`config.mk`:
```
export PLATFORM = sky130hd
export DESIGN_NAME = lyti_ctrl
export DESIGN_NICKNAME = d
export VERILOG_FILES = /design/src/sv/lyti_pkg.sv /design/src/sv/lyti_ctrl.sv
export SDC_FILE = /design/constraint.sdc
export NUM_CORES = 1
export LEC_CHECK = 0
export ABC_AREA = 1
export BUFFER_PORTS_ARGS = -buffer_cell sky130_fd_sc_hd__buf_2
export CAP_MARGIN = 20
export CORE_AREA = 2 2 39 41
export DETAILED_ROUTE_END_ITERATION = 16
export DIE_AREA = 0 0 41 43
export GPL_TIMING_DRIVEN = 0
export PLACE_DENSITY = 0.71
export SYNTH_ARGS = -nofsm -noshare
export SYNTH_HDL_FRONTEND = slang
export SYNTH_SLANG_ARGS = --single-unit
```
`constraint.sdc`:
```
create_clock -name clock -period 1.87 [get_ports clock]
set_input_delay 0.0935 -clock clock [delete_from_list [all_inputs] [get_ports clock]]
set_output_delay 0.0935 -clock clock [all_outputs]
set_load 0.005 [all_outputs]
```
`src/sv/lyti_pkg.sv`:
```
`timescale 1ns / 1ps

package lyti_pkg;

   // Sizing of the table store.
   localparam int NUM_TABLES = 4;
   localparam int NUM_POINTS = 64;
   localparam int VALUE_W    = 24;
   localparam int TBL_W      = 2;
   localparam int IDX_W      = 6;
   localparam int KIND_W     = 2;
   localparam int LIGHT_W    = VALUE_W + 1;
   localparam int STAT_W     = 2;
   localparam int LEN_W      = $clog2(NUM_POINTS + 1);
   localparam int ADDR_W     = $clog2(NUM_TABLES * NUM_POINTS);
   localparam int CNT_W      = $clog2(VALUE_W);

   // Request type codes.
   typedef enum logic {
      REQ_LOAD  = 1'b0,
      REQ_QUERY = 1'b1
   } req_code_type;

   // Particle kind codes; any other code has no table.
   typedef enum logic [KIND_W-1:0] {
      KIND_ELECTRON = 2'd0,
      KIND_TABLED   = 2'd1
   } kind_code_type;

   // Response status codes.
   typedef enum logic [STAT_W-1:0] {
      STATUS_OK       = 2'd0,
      STATUS_NO_TABLE = 2'd1,
      STATUS_EMPTY    = 2'd2
   } status_code_type;

   // Selects what goes into the response registers.
   typedef enum logic [2:0] {
      RES_ZERO_OK,
      RES_NO_TABLE,
      RES_EMPTY,
      RES_ELECTRON,
      RES_DIFF
   } res_code_type;

   // Commands from the controller to the datapath.
   typedef struct packed {
      logic         capture;
      logic         write;
      logic         phase;
      logic         scan_init;
      logic         scan_step;
      logic         mul;
      logic         div_step;
      logic         take_zero;
      logic         take_end;
      logic         take_interp;
      logic         set_res;
      res_code_type res_code;
   } lyti_cmd_type;

   // Status from the datapath to the controller.
   typedef struct packed {
      logic is_load;
      logic is_electron;
      logic is_tabled;
      logic table_ok;
      logic table_empty;
      logic e_nonpos;
      logic found;
      logic exhausted;
      logic div_last;
   } lyti_stat_type;

endpackage

```
`src/sv/lyti_ctrl.sv`:
```
`timescale 1ns / 1ps

module lyti_ctrl import lyti_pkg::*; (
   input  logic          clock,
   input  logic          reset,
   input  logic          start,
   output logic          busy,
   output logic          rsp_valid,
   input  lyti_stat_type stat,
   output lyti_cmd_type  cmd
);

   typedef enum logic [2:0] {
      ST_IDLE,
      ST_DECODE,
      ST_LK_START,
      ST_SCAN,
      ST_MUL,
      ST_DIV,
      ST_LK_FIN,
      ST_LK_DONE
   } state_type;

   // The response cycle is marked by out_ff so that the strobe lasts one cycle.
   state_type state_ff, state_in;
   logic      out_ff, out_in;
   logic      phase_ff, phase_in;
   logic      valid_ff;

   // Next state and command decode.
   always_comb begin
      state_in = state_ff;
      phase_in = phase_ff;
      out_in   = 1'b0;
      cmd      = '0;
      cmd.res_code = RES_ZERO_OK;
      cmd.phase    = phase_ff;
      unique case (state_ff)
         ST_IDLE: begin
            if (start && !out_ff) begin
               cmd.capture = 1'b1;
               state_in    = ST_DECODE;
            end
         end
         ST_DECODE: begin
            state_in    = ST_IDLE;
            out_in      = 1'b1;
            cmd.set_res = 1'b1;
            phase_in    = 1'b0;
            priority if (stat.is_load) begin
               cmd.write    = 1'b1;
               cmd.res_code = RES_ZERO_OK;
            end else if (stat.is_electron) begin
               cmd.res_code = RES_ELECTRON;
            end else if (!stat.is_tabled || !stat.table_ok) begin
               cmd.res_code = RES_NO_TABLE;
            end else if (stat.table_empty) begin
               cmd.res_code = RES_EMPTY;
            end else begin
               cmd.set_res = 1'b0;
               out_in      = 1'b0;
               state_in    = ST_LK_START;
            end
         end
         ST_LK_START: begin
            cmd.scan_init = 1'b1;
            if (stat.e_nonpos) begin
               cmd.take_zero = 1'b1;
               state_in      = ST_LK_DONE;
            end else begin
               state_in = ST_SCAN;
            end
         end
         ST_SCAN: begin
            cmd.scan_step = 1'b1;
            priority if (stat.found) begin
               state_in = ST_MUL;
            end else if (stat.exhausted) begin
               cmd.take_end = 1'b1;
               state_in     = ST_LK_DONE;
            end
         end
         ST_MUL: begin
            cmd.mul  = 1'b1;
            state_in = ST_DIV;
         end
         ST_DIV: begin
            cmd.div_step = 1'b1;
            if (stat.div_last) begin
               state_in = ST_LK_FIN;
            end
         end
         ST_LK_FIN: begin
            cmd.take_interp = 1'b1;
            state_in        = ST_LK_DONE;
         end
         ST_LK_DONE: begin
            if (!phase_ff) begin
               phase_in = 1'b1;
               state_in = ST_LK_START;
            end else begin
               cmd.set_res  = 1'b1;
               cmd.res_code = RES_DIFF;
               out_in       = 1'b1;
               state_in     = ST_IDLE;
            end
         end
         default: begin
            state_in = ST_IDLE;
         end
      endcase
   end

   // State, lookup phase and the response strobe.
   always_ff @(posedge clock) begin
      if (reset) begin
         state_ff <= ST_IDLE;
         phase_ff <= 1'b0;
         out_ff   <= 1'b0;
         valid_ff <= 1'b0;
      end else begin
         state_ff <= state_in;
         phase_ff <= phase_in;
         out_ff   <= out_in;
         valid_ff <= out_in;
      end
   end

   // Busy covers the work and the response cycle.
   assign busy      = (state_ff != ST_IDLE) || out_ff;
   assign rsp_valid = valid_ff;

endmodule

```
==> impl_metrics.csv, run 1 <==
group,metric,value,unit
die,die-area,1763,um2
timing,fin_crit_sh,83.02,%
synth,yosysWarnings,0,
synth,synth.net_count,83,
die,die_w,41,um
synth,ys_seq_area_share,24.69,%
timing,clock_skew,0.002294,ns
timing,hold_ws,0.07169,ns
detailed_routing,wl,1000,um
cells_and_area,utilization,42.41,%
detailed_routing,ant_nets,0,
timing,hold_viol_final,0,
clock_tree,cts_hold_buf,0,
pwr,power.density,519.8,nW/um2
detailed_routing,drc_errors,0,
cells_and_area,most-common-layout-cells,"buf_2, nand2_1, inv_1, nor2_1, nand3_1",
pwr,power,0.3050,mW
clock_tree,clk_latency,0.24,ns
min_path,min_from,"reset",
clock_tree,cts_resized,0,
detailed_routing,wl_met2,493,um
critical_path,ff2ff_path_depth,6,
critical_path,cp_max_fo,6,
critical_path,crit_required,1.78,ns
die,fp-row-count,14,
global_route,grt_util_all_layers,12.75,%
synth,synthesis.area,405.4,um2
run,max_cap_viol_count,0,
timing,setup_violations,0,
clock_tree,cts.clk_slew.worst_paths,0.05,ns
critical_path,startpoint_type,"flip-flop",
detailed_routing,dr.pass1.iters,4,
pwr,p_leak,0.3539,nW
synth,synth.distinct_cells,17,
cells_and_area,drive_gt1_share,36.27,%
clock_tree,cts_tree,"built",
clock_tree,clockBufferDepth,2,
clock_tree,cts_setup_buffers,0,
critical_path,rrSetupSlack,0.63,ns
global_route,antenna_found_initial,0,
critical_path,cp-end-kind,"output pin",
min_path,hold-path-cell-count,2,
detailed_routing,drtIter0Drc,7,
critical_path,path_class,"flip-flop to output pin",
clock_tree,cts_sinks,5,
critical_path,cp-startpoint,"state_ff[0]",
pwr,vdd_drop_max,0.0001813,V
detailed_routing,met3_length,69,um
cells_and_area,nNetsFinal,115,
cells_and_area,regArea,100.1,um2
clock_tree,clockRootBuffer,"clkbuf_4",
timing,setup_tns,0,ns
timing,worstMarginPinSlew,0.3315,ns
die,start_util,29.29,%
timing,slew_viol_final,0,
min_path,worstHoldPathType,"input pin to flip-flop",
cells_and_area,fillers,170,
die,core-area,1384,um2
cells_and_area,area_growth,44.75,%
synth,synth-seq-cells,5,
die,ioPinCount,28,
global_route,grt_pass1_wl,1580,um
synth,postSynthAreaPerCell,5.710,um2
detailed_routing,met1Wirelength,437,um
clock_tree,cts_made_buffers,3,
cells_and_area,mostFrequentLayoutCell,"buf_2",
global_route,grt_max_degree,10,
global_route,first_global_vias,443,
critical_path,critPathArrivalTime,1.46,ns
placement,port_buffers,27,
placement,post-dp-hpwl,851.8,um
timing,relSlewSlack,77.73,%
critical_path,r2r-start,"state_ff[1]",
placement,finalWeightedCongestion,0.7918,
timing,rsz0062_at_grt,"false",
detailed_routing,top_layer,"met3",
outcome,status,"finished, final reports clean",
detailed_routing,wl_per_cell,8.475,um
detailed_routing,vias,531,
clock_tree,cts_max_level,1,
cells_and_area,num_antenna_cells,0,
detailed_routing,viasPerCell,4.500,
timing,max_freq,644.1,MHz
die,die_h,43,um
timing,min_period,1.553,ns
global_route,gr-total-overflow,0,
cells_and_area,multi_input_area,232.7,um2
synth,synthCells,71,
## power breakdown
group          total, mW  leakage, nW  switching [mW]  internal, mW
Clock              0.126       0.0150          0.0456        0.0808
Combinational     0.0636        0.298          0.0334        0.0302
Sequential         0.115       0.0407         0.00443         0.111
## critical path: stages (launching register included)
cell and delay (ns):
dfxtp_1 0.43, inv_2 0.10, nor3_1 0.24, o21ai_0 0.18
nand2_1 0.09, buf_4 0.09, buf_2 0.09
## area by class of cell
type,instances,area share (%)
Multi-Input combinational cell,49,39.66
Timing Repair Buffer,27,23.03
Sequential cell,5,17.06
Inverter,14,8.955
Clock buffer,4,4.478
Buffer,3,3.412
Tap cell,16,3.412
## cells in the mapped netlist (all sizes together)
| master | number | area share, % |
|---|---|---|
| nor3 | 3 | 3.7 |
| and2 | 1 | 1.9 |
| nor2 | 13 | 12 |
| nand3 | 6 | 7.4 |
| nand2 | 15 | 14 |
| a211oi | 2 | 4.9 |
| inv | 14 | 13 |
| o21ai | 1 | 1.2 |
| nand4 | 3 | 4.6 |
| dfxtp | 5 | 25 |
| buf | 3 | 4.9 |
| nand3b | 1 | 1.9 |
| a21oi | 4 | 5.9 |
## sequential cells by signal (all words and copies together) (netlist names)
name and flops:
state_ff 3, phase_ff 1, rsp_valid 1
## stage by stage
stage | area, um2 | setup slack, ns | instances
after floorplan | 405.4 | 0.7784 | 71
after global placement | 560.5 | 0.5657 | 114
after detailed placement | 560.5 | 0.5534 | 114
after CTS | 586.8 | 0.2982 | 118
after global routing | 586.8 | 0.1320 | 118
final | 586.8 | 0.3175 | 118
## cells by family (layout without fill, tap and decap cells)
group	after synthesis	in the layout	synth area share [%]
simple gates	42	42	45.37
buf+inv	17	48	17.90
flops	5	5	24.69
compound gates	7	7	12.04
## worst paths after layout
kind / to
min: state_ff[1]
max reg2reg: state_ff[1]
max: cmd[3]
min reg2reg: phase_ff
## routing by layer
metal	vias up	GRT usage (%)
li1	285	-
met2	18	19.38
met3	0	1.571
met5	-	0
met1	228	16.08
met4	0	8.000
(Power assumes the default switching activity.)
==> run 2: changes to the inputs <==
- clock period: 1.87 -> 1.6 ns (I/O delays scaled with it)
==> run 2 against run 1 <==
Flip-flop and latch count unchanged. Total power up 18%. Via count increased by 1.7%. Critical path type unchanged. Largest cell class unchanged. Highest routed layer unchanged.
==> impl_metrics.csv, run 2 (synthesis gave the netlist of run 1 again) <==
group,metric,value,unit
outcome,status,"finished, final reports clean",
cells_and_area,largest_register_ffs,3,
clock_tree,clockBufferDepth,2,
detailed_routing,drtIter0Drc,13,
clock_tree,cts_sinks,5,
detailed_routing,wl,1050,um
placement,placed_cells,114,
placement,post-dp-hpwl,851.8,um
global_route,gr-total-overflow,0,
timing,setup_violations,0,
cells_and_area,largest-register,"state_ff",
cells_and_area,utilization,43.22,%
timing,max_freq,685.9,MHz
critical_path,critPathSlowestCell,"dfxtp_1",
die,start_util,29.29,%
critical_path,cp-end-kind,"output pin",
clock_tree,clk_latency,0.25,ns
placement,finalWeightedCongestion,0.7918,
global_route,grt_pass1_wl,1580,um
cells_and_area,fillers,170,
die,core-area,1384,um2
placement,place_area,560.5,um2
clock_tree,clockRootBuffer,"clkbuf_4",
cells_and_area,num_antenna_cells,0,
timing,fin_ws,0.1420,ns
pwr,p_int,0.2601,mW
detailed_routing,drc_errors,0,
pwr,power.density,602.5,nW/um2
timing,worstMarginPinSlew,0.2522,ns
die,fp-row-count,14,
detailed_routing,viasPerCell,4.576,
min_path,worstHoldPathType,"input pin to flip-flop",
pwr,switchingPower,0.1002,mW
timing,relSlewSlack,83.17,%
pwr,seqPwrFrac,37.5,%
detailed_routing,ant_nets,0,
timing,slew_viol_final,0,
critical_path,critPathArrivalTime,1.38,ns
cells_and_area,drive_gt1_share,39.22,%
clock_tree,cts_tree,"built",
cells_and_area,nNetsFinal,115,
clock_tree,cts_max_level,1,
timing,fin_crit_sh,91.12,%
critical_path,startpoint_type,"flip-flop",
timing,clock_skew,0.001134,ns
global_route,antenna_found_initial,0,
pwr,power,0.3603,mW
cells_and_area,final_cell_count_no_fill,118,
pwr,p_comb_share,21.1,%
timing,min_period,1.458,ns
cells_and_area,mostFrequentLayoutCell,"buf_2",
critical_path,path_class,"flip-flop to output pin",
die,ioPinCount,28,
global_route,grt_max_degree,10,
global_route,first_global_vias,443,
clock_tree,cts_made_buffers,3,
critical_path,crit_required,1.52,ns
cells_and_area,area_growth,47.53,%
detailed_routing,dr.pass1.iters,4,
timing,hold_ws,0.05402,ns
critical_path,cp_max_fo,9,
cells_and_area,most-common-layout-cells,"buf_2, nand2_1, inv_1, nor2_1, nand3_1",
clock_tree,cts_setup_buffers,0,
timing,setup_tns,0,ns
placement,place_ws,0.2969,ns
pwr,p_clk_share,41.4,%
timing,hold_viol_final,0,
placement,port_buffers,27,
clock_tree,cts.clk_slew.worst_paths,0.04,ns
critical_path,slowest_delay,0.29,ns
die,die-area,1763,um2
detailed_routing,vias,540,
die,die_h,43,um
critical_path,worstPathCellList,"buf_2, nor3_2, o21ai_0, nand2_1, buf_4, buf_2",
pwr,switching_share,27.82,%
detailed_routing,wl_per_cell,8.898,um
pwr,vdd_drop_max,0.0002156,V
run,max_cap_viol_count,0,
critical_path,cpMostUsedCell,"buf_2",
critical_path,rrSetupSlack,0.36,ns
cells_and_area,final_area,598.1,um2
die,die_w,41,um
global_route,grt_util_all_layers,12.75,%
pwr,p_leak,0.3608,nW
-- run 2: critical path: cells and delay by family (launching register included) --
family / cells / cell delay, ns
compound gates: 1 / 0.16
buf+inv: 3 / 0.35
flops: 1 / 0.29
simple gates: 2 / 0.33
-- run 2: power by group through the flow --
stage	sequential (mW)	clock, mW	combinational, mW
2_1_floorplan	0.136	0	0.0400
3_3_place_gp	0.137	0	0.0733
3_5_place_dp	0.137	0	0.0754
4_1_cts	0.134	0.152	0.0756
5_1_grt	0.136	0.159	0.0892
6_report	0.135	0.149	0.0762
-- run 2: final cells by class --
class / count / area, um2 / area share, %
sequential: 5 / 101.3 / 16.95
tap: 16 / 20.02 / 3.347
timing repair buffer: 27 / 135.1 / 22.59
clock buffer: 4 / 26.28 / 4.393
buffer: 3 / 20.02 / 3.347
inverter: 14 / 52.55 / 8.787
multi-input combinational: 49 / 242.7 / 40.59
-- run 2: repair_timing --
| action | 4_1_cts | 5_1_grt |
|---|---|---|
| hold buffers | 0 | 0 |
| resized for setup | 0 | 3 |
| endpoints found under the setup margin | 0 | 4 |
-- run 2: routing by layer --
metal,up-vias,part of all wire [%],track usage [%]
li1,284,-,-
met1,232,41,16.08
met2,24,51,19.38
met3,0,8.1,1.571
met4,0,0,8.000
met5,-,0,0
-- run 2: path summary, 6_finish.rpt --
path                 endpoint        start  depth (start not counted)
setup / recovery       cmd[3]  state_ff[2]                          6
hold / removal    state_ff[1]        reset                          2
setup reg to reg  state_ff[1]  state_ff[1]                          7
hold reg to reg      phase_ff     phase_ff                          2
==> run 3: changes to the inputs <==
- BUFFER_PORTS_ARGS: -buffer_cell sky130_fd_sc_hd__buf_2 -> not set
- DONT_BUFFER_PORTS: not set -> 1
- PLACE_DENSITY: 0.71 -> 0.53
==> run 3 against run 2 <==
First-iteration DRC count fell by 69%. Global-route usage fell by 1.3 points. Design area fell by 23%. Wire length fell by 10%. Clock skew rose by 0.00075 ns. Clock-buffer cell count did not move. Hold slack got worse by 0.0048 ns. Sequential power barely moved. Flip-flop and latch count did not move. Clock power fell by 3%. Register-to-register slack got worse by 0.02 ns. Highest routed layer unchanged.
==> impl_metrics.csv, run 3 (synthesis gave the netlist of run 1 again) <==
group,metric,value,unit
global_route,antenna_found_initial,0,
global_route,grt_max_degree,10,
critical_path,rrSetupSlack,0.34,ns
placement,place_area,425.4,um2
outcome,status,"finished, final reports clean",
timing,max_freq,692.2,MHz
critical_path,cp-end-kind,"output pin",
cells_and_area,final_area,461.7,um2
die,die_h,43,um
min_path,worstHoldPathType,"input pin to flip-flop",
timing,hold_viol_final,0,
cells_and_area,largest_register_ffs,3,
placement,port_buffers,0,
clock_tree,cts_tree,"built",
pwr,p_leak,0.2294,nW
detailed_routing,vias,445,
critical_path,critPathArrivalTime,1.36,ns
clock_tree,cts_setup_buffers,0,
cells_and_area,area_growth,13.89,%
critical_path,cp_max_fo,6,
cells_and_area,num_antenna_cells,0,
clock_tree,cts.clk_slew.worst_paths,0.04,ns
clock_tree,clk_latency,0.24,ns
timing,clock_skew,0.001882,ns
critical_path,crit_required,1.52,ns
detailed_routing,ant_nets,0,
critical_path,startpoint_type,"flip-flop",
global_route,grt_pass1_wl,1366,um
global_route,gr-total-overflow,0,
timing,worstMarginPinSlew,0.3359,ns
cells_and_area,drive_gt1_share,13.16,%
critical_path,ff2ff_path_depth,7,
placement,finalWeightedCongestion,0.7753,
clock_tree,cts_resized,0,
detailed_routing,dr.pass1.iters,2,
global_route,grt_util_all_layers,11.47,%
timing,fin_crit_sh,90.29,%
pwr,power.density,714.8,nW/um2
placement,placed_cells,87,
cells_and_area,most-common-layout-cells,"nand2_1, inv_1, nor2_1",
placement,post-dp-hpwl,766.8,um
die,start_util,29.29,%
cells_and_area,mostFrequentLayoutCell,"nand2_1",
critical_path,reg2reg_to,"state_ff[1]",
run,max_cap_viol_count,0,
cells_and_area,nNetsFinal,89,
die,core-area,1384,um2
clock_tree,cts_sinks,5,
timing,min_period,1.445,ns
timing,setup_violations,0,
min_path,min_to,"state_ff[2]",
die,die-area,1763,um2
clock_tree,cts_max_level,1,
global_route,first_global_vias,380,
clock_tree,clockRootBuffer,"clkbuf_4",
cells_and_area,final_cell_count_no_fill,92,
detailed_routing,drc_errors,0,
min_path,hold-path-cell-count,3,
die,die_w,41,um
min_path,min_from,"stat[0]",
detailed_routing,wl,944,um
detailed_routing,drtIter0Drc,4,
cells_and_area,fillers,165,
pwr,vdd_drop_max,0.0003520,V
critical_path,path_class,"flip-flop to output pin",
die,ioPinCount,28,
detailed_routing,viasPerCell,4.837,
detailed_routing,wl_per_cell,10.26,um
clock_tree,clockBufferDepth,2,
cells_and_area,largest-register,"state_ff",
die,fp-row-count,14,
critical_path,r2r-start,"state_ff[1]",
clock_tree,cts_made_buffers,3,
timing,relSlewSlack,77.43,%
timing,rsz0062_at_grt,"false",
timing,setup_tns,0,ns
timing,slew_viol_final,0,
[run 3: stage by stage]
| stage | worst slack [ns] | util [%] | power, mW | hold WS (ns) |
|---|---|---|---|---|
| 5_1_grt | 0.004440 | 33.36 | 0.3514 | 0.06520 |
| 2_1_floorplan | 0.5084 | - | 0.1758 | 0.1424 |
| 6_report | 0.1554 | 33.36 | 0.3300 | 0.04921 |
| 3_5_place_dp | 0.3588 | 30.74 | 0.1841 | 0.1461 |
| 4_1_cts | 0.1168 | 33.36 | 0.3367 | 0.04769 |
| 3_3_place_gp | 0.3752 | 30.74 | 0.1838 | 0.1463 |
[run 3: timing repair]
| item | 4_1_cts | 5_1_grt |
|---|---|---|
| hold endpoints to repair | 5 | 0 |
| endpoints found under the setup margin | 0 | 0 |
| hold buffers | 1 | 0 |
[run 3: layer usage]
layer / wire length (um) / global-route usage [%] / vias to the layer above
li1: - / - / 234
met1: 407 / 11.97 / 192
met2: 432 / 18.44 / 19
met3: 103 / 6.283 / 0
met4: 0 / 4.000 / 0
met5: 0 / 0 / -
[run 3: area by class of cell]
class	count	area (um2)	area share, %
Buffer	3	20.02	4.336
Clock buffer	4	26.28	5.691
Inverter	14	52.55	11.38
Multi-Input combinational cell	49	232.7	50.41
Sequential cell	5	100.1	21.68
Tap cell	16	20.02	4.336
Timing Repair Buffer	1	10.01	2.168
[run 3: worst max path at each step]
stage | to | slack (ns) | startpoint
6_report | cmd[3] | 0.16 | state_ff[0]
5_1_grt | cmd[3] | 0.004 | state_ff[0]
4_1_cts | cmd[3] | 0.12 | state_ff[0]
3_5_place_dp | state_ff[1] | 0.36 | state_ff[1]
3_3_place_gp | state_ff[1] | 0.38 | state_ff[1]
2_1_floorplan | state_ff[1] | 0.51 | state_ff[1]
[run 3: power breakdown]
part	switching (mW)	leakage [nW]	total, mW	internal (mW)
Sequential	0.00528	0.0407	0.135	0.129
Combinational	0.0315	0.174	0.0502	0.0187
Clock	0.0509	0.0150	0.145	0.0942
[run 3: worst max-delay path: stages (launching register included)]
cell and delay, ns:
dfxtp_1 0.41, inv_2 0.09, nor3_1 0.24, o21ai_0 0.18, nand2_1 0.09, buf_4 0.10
